[config.mk]
export PLATFORM = sky130hd
export DESIGN_NAME = seed_permutation_unrank_core_flat
export DESIGN_NICKNAME = d
export VERILOG_FILES = /design/src/design/spu_pkg.sv /design/src/design/spu_if.sv /design/src/design/spu_div.sv /design/src/design/spu_dpath.sv /design/src/design/spu_ctrl.sv /design/src/design/seed_permutation_unrank_core.sv /design/src/flat_wrapper.sv
export SDC_FILE = /design/constraint.sdc
export NUM_CORES = 1
export LEC_CHECK = 0
export BUFFER_PORTS_ARGS = -buffer_cell sky130_fd_sc_hd__buf_2
export CAP_MARGIN = 25
export CORE_MARGIN = 2
export CORE_UTILIZATION = 45
export CTS_CLUSTER_DIAMETER = 100
export DETAILED_ROUTE_END_ITERATION = 10
export GPL_ROUTABILITY_DRIVEN = 0
export PLACE_DENSITY = 0.61
export SLEW_MARGIN = 20
export SYNTH_ARGS = -nofsm -noshare
export SYNTH_HDL_FRONTEND = slang
export SYNTH_SLANG_ARGS = --single-unit
[constraint.sdc]
create_clock -name clk -period 6.2 [get_ports clk]
set_input_delay 0 -clock clk [delete_from_list [all_inputs] [get_ports clk]]
set_output_delay 0 -clock clk [all_outputs]
set_load 0.02 [all_outputs]
[src/design/spu_pkg.sv]
// Package: shared field widths, item types, controller states and command/status structs.
`timescale 1ns / 1ps
`default_nettype none
package spu_pkg;

    // Fixed field widths of the channels
    localparam int ELEM_COUNT_W = 5;
    localparam int SEED_W       = 32;
    localparam int POS_W        = 4;
    localparam int VAL_W        = 4;

    // Input item
    typedef struct packed {
        logic [ELEM_COUNT_W-1:0] elem_count;
        logic [SEED_W-1:0]       seed_word;
    } in_item_t;

    // Result item
    typedef struct packed {
        logic [POS_W-1:0] position;
        logic [VAL_W-1:0] elem_value;
        logic             last;
    } out_item_t;

    // Controller states
    typedef enum logic [3:0] {
        ST_IDLE,
        ST_FILL,
        ST_CHECK,
        ST_DIV_WAIT,
        ST_SWAP_RD,
        ST_WR_I,
        ST_WR_J,
        ST_STEP,
        ST_OUT_RD,
        ST_OUT_SHOW
    } state_t;

    // Commands from controller to datapath
    typedef struct packed {
        logic load;       // capture count and seed, clear counters
        logic fill_wr;    // write identity entry at fill index
        logic k_clr;      // clear fill/output index
        logic div_start;  // start remainder/radix division
        logic swap_rd;    // read both swap entries
        logic wr_i;       // write entry from position j into position i
        logic wr_j;       // write entry from position i into position j
        logic step_adv;   // take quotient, advance step index
        logic out_rd;     // read next output entry
    } cmd_t;

    // Status from datapath to controller
    typedef struct packed {
        logic n_zero;
        logic fill_last;
        logic more_steps;
        logic div_busy;
        logic digit_zero;
        logic out_last;
    } status_t;

endpackage
`default_nettype wire

[src/design/spu_if.sv]
// Interfaces: valid/ready channels for input items and result items.
`timescale 1ns / 1ps
`default_nettype none
interface spu_in_if;
    logic              valid;
    logic              ready;
    spu_pkg::in_item_t item;

    modport source (output valid, output item, input ready);
    modport sink   (input valid, input item, output ready);
endinterface

interface spu_out_if;
    logic               valid;
    logic               ready;
    spu_pkg::out_item_t item;

    modport source (output valid, output item, input ready);
    modport sink   (input valid, input item, output ready);
endinterface
`default_nettype wire

[src/design/spu_div.sv]
// Divider: restoring, one quotient bit per cycle, seed word by a narrow radix.
`timescale 1ns / 1ps
`default_nettype none
module spu_div #(
    parameter int DIV_W = 5
) (
    input  wire logic                       clk,
    input  wire logic                       rst_n,
    input  wire logic                       start,
    input  wire logic [spu_pkg::SEED_W-1:0] dividend,
    input  wire logic [DIV_W-1:0]           divisor,
    output logic                            busy,
    output logic [spu_pkg::SEED_W-1:0]      quot,
    output logic [DIV_W-1:0]                rmd
);

    localparam int CNT_BITS = $clog2(spu_pkg::SEED_W);

    logic                       busy_reg, busy_next;
    logic [CNT_BITS-1:0]        cnt_reg, cnt_next;
    logic [spu_pkg::SEED_W-1:0] quo_reg, quo_next;
    logic [DIV_W-1:0]           rmd_reg, rmd_next;
    logic [DIV_W-1:0]           dvs_reg, dvs_next;
    logic [DIV_W:0]             trial;
    logic [DIV_W:0]             diff;
    logic                       fits;

    // Shift one dividend bit into the partial remainder and try the subtract
    always_comb
    begin
        trial = {rmd_reg, quo_reg[spu_pkg::SEED_W-1]};
        diff  = trial - {1'b0, dvs_reg};
        fits  = (trial >= {1'b0, dvs_reg});
    end

    // Next state of the iteration
    always_comb
    begin
        busy_next = busy_reg;
        cnt_next  = cnt_reg;
        quo_next  = quo_reg;
        rmd_next  = rmd_reg;
        dvs_next  = dvs_reg;
        if (start)
        begin
            busy_next = 1'b1;
            cnt_next  = '0;
            quo_next  = dividend;
            rmd_next  = '0;
            dvs_next  = divisor;
        end
        else if (busy_reg)
        begin
            quo_next = {quo_reg[spu_pkg::SEED_W-2:0], fits};
            rmd_next = fits ? diff[DIV_W-1:0] : trial[DIV_W-1:0];
            cnt_next = cnt_reg + CNT_BITS'(1);
            if (cnt_reg == CNT_BITS'(spu_pkg::SEED_W - 1))
            begin
                busy_next = 1'b0;
            end
        end
    end

    // Hold control state
    always_ff @(posedge clk or negedge rst_n)
    begin
        if (!rst_n)
        begin
            busy_reg <= 1'b0;
            cnt_reg  <= '0;
        end
        else
        begin
            busy_reg <= busy_next;
            cnt_reg  <= cnt_next;
        end
    end

    // Hold operands and partial results
    always_ff @(posedge clk)
    begin
        quo_reg <= quo_next;
        rmd_reg <= rmd_next;
        dvs_reg <= dvs_next;
    end

    assign busy = busy_reg;
    assign quot = quo_reg;
    assign rmd  = rmd_reg;

endmodule
`default_nettype wire

[src/design/spu_dpath.sv]
// Datapath: count and seed registers, step and index counters, permutation memory, divider.
`timescale 1ns / 1ps
`default_nettype none
module spu_dpath #(
    parameter int MAX_ELEMS = 16
) (
    input  wire logic                             clk,
    input  wire logic                             rst_n,
    input  wire spu_pkg::cmd_t                    cmd,
    output spu_pkg::status_t                      status,
    input  wire logic [spu_pkg::ELEM_COUNT_W-1:0] elem_count,
    input  wire logic [spu_pkg::SEED_W-1:0]       seed_word,
    output logic [spu_pkg::POS_W-1:0]             position,
    output logic [spu_pkg::VAL_W-1:0]             elem_value,
    output logic                                  last
);

    localparam int CNT_W = $clog2(MAX_ELEMS + 1);
    localparam int IDX_W = $clog2(MAX_ELEMS);
    localparam int CMP_W = (CNT_W > spu_pkg::ELEM_COUNT_W) ? CNT_W : spu_pkg::ELEM_COUNT_W;

    logic [CNT_W-1:0]           n_reg, n_next;
    logic [CNT_W-1:0]           i_reg, i_next;
    logic [CNT_W-1:0]           k_reg, k_next;
    logic [spu_pkg::SEED_W-1:0] rem_reg, rem_next;
    logic [CNT_W-1:0]           pos_reg;
    logic                       last_reg;
    logic [IDX_W-1:0]           rd_a_reg;
    logic [IDX_W-1:0]           rd_b_reg;
    logic [IDX_W-1:0]           perm_mem [MAX_ELEMS];

    logic [CMP_W-1:0]           cnt_ext;
    logic [CNT_W-1:0]           n_in;
    logic [CNT_W-1:0]           radix;
    logic [CNT_W-1:0]           j_full;
    logic [IDX_W-1:0]           i_idx;
    logic [IDX_W-1:0]           j_idx;
    logic [IDX_W-1:0]           k_idx;
    logic                       mem_we;
    logic [IDX_W-1:0]           wr_addr;
    logic [IDX_W-1:0]           wr_data;
    logic [IDX_W-1:0]           rd_addr;
    logic                       div_busy;
    logic [spu_pkg::SEED_W-1:0] div_quot;
    logic [CNT_W-1:0]           div_rmd;

    // Saturate the count to the store depth
    always_comb
    begin
        cnt_ext = CMP_W'(elem_count);
        if (cnt_ext > CMP_W'(MAX_ELEMS))
        begin
            n_in = CNT_W'(MAX_ELEMS);
        end
        else
        begin
            n_in = CNT_W'(cnt_ext);
        end
    end

    // Radix and swap partner of the current step
    assign radix  = n_reg - i_reg;
    assign j_full = i_reg + div_rmd;
    assign i_idx  = i_reg[IDX_W-1:0];
    assign j_idx  = j_full[IDX_W-1:0];
    assign k_idx  = k_reg[IDX_W-1:0];

    spu_div #(
        .DIV_W (CNT_W)
    ) u_div (
        .clk      (clk),
        .rst_n    (rst_n),
        .start    (cmd.div_start),
        .dividend (rem_reg),
        .divisor  (radix),
        .busy     (div_busy),
        .quot     (div_quot),
        .rmd      (div_rmd)
    );

    // Advance counters and the seed remainder
    always_comb
    begin
        n_next   = n_reg;
        i_next   = i_reg;
        k_next   = k_reg;
        rem_next = rem_reg;
        if (cmd.load)
        begin
            n_next   = n_in;
            i_next   = '0;
            k_next   = '0;
            rem_next = seed_word;
        end
        if (cmd.fill_wr || cmd.out_rd)
        begin
            k_next = k_reg + CNT_W'(1);
        end
        if (cmd.k_clr)
        begin
            k_next = '0;
        end
        if (cmd.step_adv)
        begin
            i_next   = i_reg + CNT_W'(1);
            rem_next = div_quot;
        end
    end

    always_ff @(posedge clk or negedge rst_n)
    begin
        if (!rst_n)
        begin
            n_reg   <= '0;
            i_reg   <= '0;
            k_reg   <= '0;
            rem_reg <= '0;
        end
        else
        begin
            n_reg   <= n_next;
            i_reg   <= i_next;
            k_reg   <= k_next;
            rem_reg <= rem_next;
        end
    end

    // Select memory write port: identity fill or one half of a swap
    always_comb
    begin
        mem_we  = cmd.fill_wr || cmd.wr_i || cmd.wr_j;
        wr_addr = k_idx;
        wr_data = k_idx;
        if (cmd.wr_i)
        begin
            wr_addr = i_idx;
            wr_data = rd_b_reg;
        end
        else if (cmd.wr_j)
        begin
            wr_addr = j_idx;
            wr_data = rd_a_reg;
        end
    end

    assign rd_addr = cmd.out_rd ? k_idx : i_idx;

    // Permutation memory with registered reads
    always_ff @(posedge clk)
    begin
        if (mem_we)
        begin
            perm_mem[wr_addr] <= wr_data;
        end
        if (cmd.swap_rd || cmd.out_rd)
        begin
            rd_a_reg <= perm_mem[rd_addr];
        end
        if (cmd.swap_rd)
        begin
            rd_b_reg <= perm_mem[j_idx];
        end
    end

    // Hold position and last marker of the item being shown
    always_ff @(posedge clk)
    begin
        if (cmd.out_rd)
        begin
            pos_reg  <= k_reg;
            last_reg <= (CNT_W'(k_reg + CNT_W'(1)) == n_reg);
        end
    end

    assign position   = spu_pkg::POS_W'(pos_reg);
    assign elem_value = spu_pkg::VAL_W'(rd_a_reg);
    assign last       = last_reg;

    // Report status
    always_comb
    begin
        status.n_zero     = (n_reg == '0);
        status.fill_last  = (CNT_W'(k_reg + CNT_W'(1)) == n_reg);
        status.more_steps = (CNT_W'(i_reg + CNT_W'(1)) < n_reg);
        status.div_busy   = div_busy;
        status.digit_zero = (div_rmd == '0);
        status.out_last   = last_reg;
    end

endmodule
`default_nettype wire

[src/design/spu_ctrl.sv]
// Controller: state machine that sequences fill, divide/swap steps and output beats.
`timescale 1ns / 1ps
`default_nettype none
module spu_ctrl (
    input  wire logic             clk,
    input  wire logic             rst_n,
    input  wire logic             in_valid,
    output logic                  in_ready,
    output logic                  out_valid,
    input  wire logic             out_ready,
    output spu_pkg::cmd_t         cmd,
    input  wire spu_pkg::status_t status
);

    spu_pkg::state_t state_reg, state_next;

    // Hold state
    always_ff @(posedge clk or negedge rst_n)
    begin
        if (!rst_n)
        begin
            state_reg <= spu_pkg::ST_IDLE;
        end
        else
        begin
            state_reg <= state_next;
        end
    end

    // Next state and commands
    always_comb
    begin
        state_next = state_reg;
        cmd        = '0;
        in_ready   = 1'b0;
        out_valid  = 1'b0;
        case (state_reg)
            spu_pkg::ST_IDLE:
            begin
                in_ready = 1'b1;
                if (in_valid)
                begin
                    cmd.load   = 1'b1;
                    state_next = spu_pkg::ST_FILL;
                end
            end
            spu_pkg::ST_FILL:
            begin
                if (status.n_zero)
                begin
                    state_next = spu_pkg::ST_IDLE;
                end
                else
                begin
                    cmd.fill_wr = 1'b1;
                    if (status.fill_last)
                    begin
                        state_next = spu_pkg::ST_CHECK;
                    end
                end
            end
            spu_pkg::ST_CHECK:
            begin
                cmd.k_clr = 1'b1;
                if (status.more_steps)
                begin
                    cmd.div_start = 1'b1;
                    state_next    = spu_pkg::ST_DIV_WAIT;
                end
                else
                begin
                    state_next = spu_pkg::ST_OUT_RD;
                end
            end
            spu_pkg::ST_DIV_WAIT:
            begin
                if (!status.div_busy)
                begin
                    state_next = status.digit_zero ? spu_pkg::ST_STEP : spu_pkg::ST_SWAP_RD;
                end
            end
            spu_pkg::ST_SWAP_RD:
            begin
                cmd.swap_rd = 1'b1;
                state_next  = spu_pkg::ST_WR_I;
            end
            spu_pkg::ST_WR_I:
            begin
                cmd.wr_i   = 1'b1;
                state_next = spu_pkg::ST_WR_J;
            end
            spu_pkg::ST_WR_J:
            begin
                cmd.wr_j   = 1'b1;
                state_next = spu_pkg::ST_STEP;
            end
            spu_pkg::ST_STEP:
            begin
                cmd.step_adv = 1'b1;
                state_next   = spu_pkg::ST_CHECK;
            end
            spu_pkg::ST_OUT_RD:
            begin
                cmd.out_rd = 1'b1;
                state_next = spu_pkg::ST_OUT_SHOW;
            end
            spu_pkg::ST_OUT_SHOW:
            begin
                out_valid = 1'b1;
                if (out_ready)
                begin
                    state_next = status.out_last ? spu_pkg::ST_IDLE : spu_pkg::ST_OUT_RD;
                end
            end
            default:
            begin
                state_next = spu_pkg::ST_IDLE;
            end
        endcase
    end

endmodule
`default_nettype wire

[src/design/seed_permutation_unrank_core.sv]
// Top level: permutation unranking from a seed, one count/seed item in, one result item out
//   per element, the count saturated to MAX_ELEMS. Sequence: accept, identity fill, n-1 steps,
//   each a bit-serial divide of the seed remainder by the radix and a swap if the digit is
//   nonzero; then a check, and a read and show per result item. Items go one at a time.
// A count of zero gives no result item.
// Reset: rst_n asynchronous, active low, returns the controller to idle; the store is not cleared.
`timescale 1ns / 1ps
`default_nettype none
module seed_permutation_unrank_core #(
    parameter int MAX_ELEMS = 16
) (
    input  wire logic  clk,
    input  wire logic  rst_n,
    spu_in_if.sink     request,
    spu_out_if.source  result
);

    spu_pkg::cmd_t    cmd;
    spu_pkg::status_t status;

    spu_ctrl u_ctrl (
        .clk       (clk),
        .rst_n     (rst_n),
        .in_valid  (request.valid),
        .in_ready  (request.ready),
        .out_valid (result.valid),
        .out_ready (result.ready),
        .cmd       (cmd),
        .status    (status)
    );

    spu_dpath #(
        .MAX_ELEMS (MAX_ELEMS)
    ) u_dpath (
        .clk        (clk),
        .rst_n      (rst_n),
        .cmd        (cmd),
        .status     (status),
        .elem_count (request.item.elem_count),
        .seed_word  (request.item.seed_word),
        .position   (result.item.position),
        .elem_value (result.item.elem_value),
        .last       (result.item.last)
    );

endmodule
`default_nettype wire

[src/flat_wrapper.sv]
// flat-port wrapper written by rule: the top's interface ports become plain ports
module seed_permutation_unrank_core_flat 
#(
    parameter int MAX_ELEMS = 16
)
  (clk, rst_n, request_valid, request_item, request_ready, result_valid, result_item, result_ready);
  spu_in_if request_i ();
  spu_out_if result_i ();
  input  wire logic clk;
  input  wire logic rst_n;
  input wire logic [$bits(request_i.valid)-1:0] request_valid;
  input wire logic [$bits(request_i.item)-1:0] request_item;
  output wire logic [$bits(request_i.ready)-1:0] request_ready;
  output wire logic [$bits(result_i.valid)-1:0] result_valid;
  output wire logic [$bits(result_i.item)-1:0] result_item;
  input wire logic [$bits(result_i.ready)-1:0] result_ready;
  assign request_i.valid = request_valid;
  assign request_i.item = request_item;
  assign request_ready = request_i.ready;
  assign result_valid = result_i.valid;
  assign result_item = result_i.item;
  assign result_i.ready = result_ready;
  seed_permutation_unrank_core #(.MAX_ELEMS(MAX_ELEMS)) u_core (.clk(clk), .rst_n(rst_n), .request(request_i), .result(result_i));
endmodule
==> results by group <==
Timing
  – Setup repair after global routing missed its margin: false
  – PnR worst setup slack: 2.706 ns
  – Max-slew headroom at the worst pin: 0.3474
  – Final critical-path share of the clock period: 0.5635
  – Total of endpoints with negative setup slack in the final report: 0
  – Shortest period the worst path allows: 3.494 ns
  – Final total negative setup slack: 0 ns
  – Worst-Margin Slew: roughly 0.98 ns
  – Number of failing hold endpoints at the final stage: 0
  – Pins over their slew limit: 0
  – Worst clock skew: 0.01995 ns
  – Max frequency: 0.2862 GHz

Critical path
  – Arrival @ worst endpoint: approximately 3.6 ns
  – Register-to-Register Setup Slack: 2.71 ns
  – Reg2reg path depth: 6
  – Max Fanout on Critical Path: 17
  – Path type of the worst setup path: register to register
  – Kind of end point of the critical path: register
  – Startpoint Class: register
  – Startpoint of the lowest-slack register-to-register path: u_core.u_dpath.i_reg[0]$_DFFE_PN0P_
  – Worst R2R End: u_core.u_dpath.perm_mem[15][2]$_DFFE_PP_
  – Critical path data required time: ~6.3 ns

Yosys
  – Yosys cell types: 64
  – Number of nets produced by synthesis: approximately 820
  – Commonest register cell after synthesis: sky130_fd_sc_hd__edfxtp_1
  – Number of synthesis warnings: 0
  – Async set-or-reset flop fraction in the synthesized netlist: 0.3239
  – Mean instance size in the synthesized netlist: between 10 and 15 um^2
  – Number of storage elements in the synthesis netlist: ~180
  – Number of synthesized flops with an enable pin: 114
  – Cell area after technology mapping: 9169 um^2
  – Instance count of the mapped netlist: 758
  – Portion of the post-synthesis area used by sequential elements: 0.5398

Power
  – Reg power frac: 0.382
  – Pleak: 0.004374 uW
  – Part of the power in the clock network: 0.184
  – Logic gate share of total power: 0.435
  – Worst voltage drop across the vdd grid: 0.0001811 V
  – Net Switching: 2114 uW
  – Internal power contribution: 3485 uW
  – Switching Fraction: 0.3776
  – PwrDens: 524.0 nW/um^2

Worst hold path
  – HP Class: input port to asynchronous set/reset pin

CTS
  – PostCTS Resize Cnt: 0
  – Number of CTS-inserted buffers: 17
  – Buffer type at the clock tree root: sky130_fd_sc_hd__clkbuf_16
  – Clock-pin transition on the worst setup and hold timing paths: 0.07 ns
  – Clock tree from TritonCTS: built
  – Skew-Pair Late Insertion Delay: between 0.4 and 0.5 ns
  – Number of clock sinks: 176
  – H-tree depth: 4
  – Clk buf depth: 2

Final layout
  – Filler Cell Count: about 1,700
  – Area growth syn-to-layout: 16.54%
  – Most common library cell in the layout ignoring fill and taps: sky130_fd_sc_hd__edfxtp_1
  – Commonest cells after routing, fill and taps aside: 114 x sky130_fd_sc_hd__edfxtp_1, 77 x sky130_fd_sc_hd__nor2_1, 62 x sky130_fd_sc_hd__mux2i_1, 57 x sky130_fd_sc_hd__dfrtp_1, 55 x sky130_fd_sc_hd__a21oi_1
  – Final net count: 905
  – Proportion of layout cells with a drive suffix above 1: 0.2040
  – Max reg flops: 64
  – Diode insertion count for antenna repair: 0

Placement
  – Pre-CTS setup slack: 2.702 ns
  – Port bufs: 51
  – Post-DP HPWL: 14,170 um

GRT
  – Global-route usage over all layers: 0.2016
  – Vias in the first global route: 6,182
  – First-pass GRT wire length: 34,000 um
  – Overflow after GRT: 0
  – Largest net degree at the start of global routing: 72
  – Number of antenna violations at the first check in global routing: 0

Routing
  – Via count: about 6,300
  – Final routed wire length divided by cell count: approximately 19 um
  – Remaining DRCs: 0
  – Initial DRC Count: 481
  – Final wirelength: roughly 21,000 um
  – DRT Pass-1 Iters: 5
  – Post-detailed-route count of antenna-violating nets: 0
  – Via count normalized by instance count: 5.625

Floorplanning
  – Floorplan die area: roughly 22,000 um^2
  – Vertical die dimension: 146.7 um
  – Overall die width: around 150 um
  – Core Footprint: 20,100 um^2
  – Num ports: 52
  – Core Rows: 52
  – Effective utilization at floorplan: 0.4561

Job
  – Max_cap viols: 0

Status
  – Result of the run: completed
[worst max path at each step]
stage | start | slack (ns) | cells past startpoint | to
after floorplan | u_core.u_dpath.i_reg[0]$_DFFE_PN0P_ | 3.18 | 8 | u_core.u_dpath.perm_mem[14][0]$_DFFE_PP_
after global placement | u_core.u_ctrl.state_reg[1]$_DFFE_PN0P_ | 2.79 | 5 | u_core.u_dpath.u_div.quot[17]$_DFFE_PP_
after detailed placement | u_core.u_ctrl.state_reg[0]$_DFFE_PN0P_ | 2.70 | 6 | u_core.u_dpath.elem_value[1]$_DFFE_PP_
after CTS | u_core.u_dpath.i_reg[1]$_DFFE_PN0P_ | 2.68 | 8 | u_core.u_dpath.u_div.quot[17]$_DFFE_PP_
after global routing | u_core.u_dpath.i_reg[0]$_DFFE_PN0P_ | 2.43 | 8 | u_core.u_dpath.perm_mem[15][1]$_DFFE_PP_
final | u_core.u_dpath.i_reg[0]$_DFFE_PN0P_ | 2.71 | 6 | u_core.u_dpath.perm_mem[15][2]$_DFFE_PP_
[critical path: stages, from the launching register on]
cell,delay [ns]
sky130_fd_sc_hd__dfrtp_1,0.51
sky130_fd_sc_hd__ha_1,0.30
sky130_fd_sc_hd__fa_1,1.12
sky130_fd_sc_hd__o221ai_1,0.26
sky130_fd_sc_hd__a211oi_1,0.34
sky130_fd_sc_hd__nand2_1,0.26
sky130_fd_sc_hd__nor2_1,0.37
[logic make-up after synthesis]
family / share of synthesized area
AND/OR/NAND/NOR: 0.09716
flip-flops: 0.5398
AO/OA/AOI/OAI: 0.09498
multiplexers: 0.1748
buffers and inverters: 0.03603
adder cells (fa/ha/maj): 0.03521
XOR/XNOR: 0.02197
[stage by stage]
step	total power (uW)	utilization	hold slack (ns)	cells	instance area (um^2)
after global routing	5957	0.5315	0.3538	1123	10690
final	5599	0.5315	0.2583	1123	10690
after CTS	5569	0.5280	0.3011	1118	10620
after global placement	4421	0.4783	0.2153	1042	9617
after detailed placement	4508	0.4783	0.2243	1042	9617
after floorplan	3905	-	-0.2956	758	9169
[metal layers]
metal,GRT usage,vias to the layer above,share of wire
met5,0,-,0
met4,0.06650,0,0.019
met3,0.03416,34,0.060
met2,0.3099,203,0.47
met1,0.2930,3118,0.45
li1,-,2962,-
[area by class of cell]
type,instances,area [um^2],share of cell area
flip-flops and latches,176,4950,0.4632
inverters,26,97.59,0.009134
multi-input cells,510,3909,0.3658
well taps,270,337.8,0.03162
repair buffers,109,833.3,0.07799
clock inverters,13,125.1,0.01171
clock buffers,19,432.9,0.04052
[timing repair]
item / CTS / global route
setup buffers: 0 / 0
endpoints found under the hold margin: 96 / 0
hold buffers: 44 / 0
[power by group through the flow]
stage | Combinational (uW) | Clock [uW] | Sequential (uW)
after floorplan | 1910 | 0 | 2000
after global placement | 2270 | 0 | 2150
after detailed placement | 2340 | 0 | 2170
after CTS | 2370 | 1050 | 2150
after global routing | 2670 | 1100 | 2190
final | 2430 | 1030 | 2140
[cell usage after synthesis (2+ instances only)]
| cell type | count | area, um^2 |
|---|---|---|
| sky130_fd_sc_hd__a211oi_1 | 4 | 30.03 |
| sky130_fd_sc_hd__a21o_1 | 9 | 67.56 |
| sky130_fd_sc_hd__a21oi_1 | 55 | 275.3 |
| sky130_fd_sc_hd__a31oi_1 | 4 | 25.02 |
| sky130_fd_sc_hd__a32oi_1 | 3 | 26.28 |
| sky130_fd_sc_hd__and3_1 | 3 | 18.77 |
| sky130_fd_sc_hd__buf_1 | 4 | 15.01 |
| sky130_fd_sc_hd__buf_2 | 15 | 75.07 |
| sky130_fd_sc_hd__buf_4 | 5 | 37.54 |
| sky130_fd_sc_hd__buf_6 | 3 | 33.78 |
| sky130_fd_sc_hd__clkbuf_1 | 19 | 71.32 |
| sky130_fd_sc_hd__dfrtp_1 | 57 | 1426 |
| sky130_fd_sc_hd__dfxtp_1 | 5 | 100.1 |
| sky130_fd_sc_hd__edfxtp_1 | 114 | 3423 |
| sky130_fd_sc_hd__fa_1 | 3 | 60.06 |
| sky130_fd_sc_hd__ha_1 | 21 | 262.8 |
| sky130_fd_sc_hd__inv_1 | 26 | 97.59 |
| sky130_fd_sc_hd__mux2_2 | 46 | 518.0 |
| sky130_fd_sc_hd__mux2i_1 | 63 | 630.6 |
| sky130_fd_sc_hd__mux2i_4 | 2 | 45.04 |
| sky130_fd_sc_hd__mux4_2 | 17 | 382.9 |
| sky130_fd_sc_hd__nand2_1 | 53 | 198.9 |
| sky130_fd_sc_hd__nand2b_1 | 12 | 75.07 |
| sky130_fd_sc_hd__nand3_1 | 13 | 65.06 |
| sky130_fd_sc_hd__nand3b_1 | 3 | 22.52 |
| sky130_fd_sc_hd__nand4_1 | 2 | 12.51 |
| sky130_fd_sc_hd__nor2_1 | 77 | 289.0 |
| sky130_fd_sc_hd__nor2b_1 | 6 | 37.54 |
| sky130_fd_sc_hd__nor3_1 | 4 | 20.02 |
| sky130_fd_sc_hd__nor3b_1 | 2 | 15.01 |
| sky130_fd_sc_hd__o211ai_1 | 9 | 67.56 |
| sky130_fd_sc_hd__o21ai_0 | 25 | 125.1 |
| sky130_fd_sc_hd__o21ai_1 | 2 | 10.01 |
| sky130_fd_sc_hd__o22a_1 | 4 | 35.03 |
| sky130_fd_sc_hd__o22ai_1 | 9 | 56.30 |
| sky130_fd_sc_hd__o311ai_0 | 2 | 17.52 |
| sky130_fd_sc_hd__o31ai_1 | 2 | 15.01 |
| sky130_fd_sc_hd__o32a_1 | 2 | 20.02 |
| sky130_fd_sc_hd__or2_2 | 2 | 12.51 |
| sky130_fd_sc_hd__or3_1 | 4 | 25.02 |
| sky130_fd_sc_hd__or3b_2 | 2 | 17.52 |
| sky130_fd_sc_hd__or4_1 | 2 | 15.01 |
| sky130_fd_sc_hd__xnor2_1 | 14 | 122.6 |
| sky130_fd_sc_hd__xor2_1 | 9 | 78.83 |
Note: power is estimated with default switching activity, not from simulation.
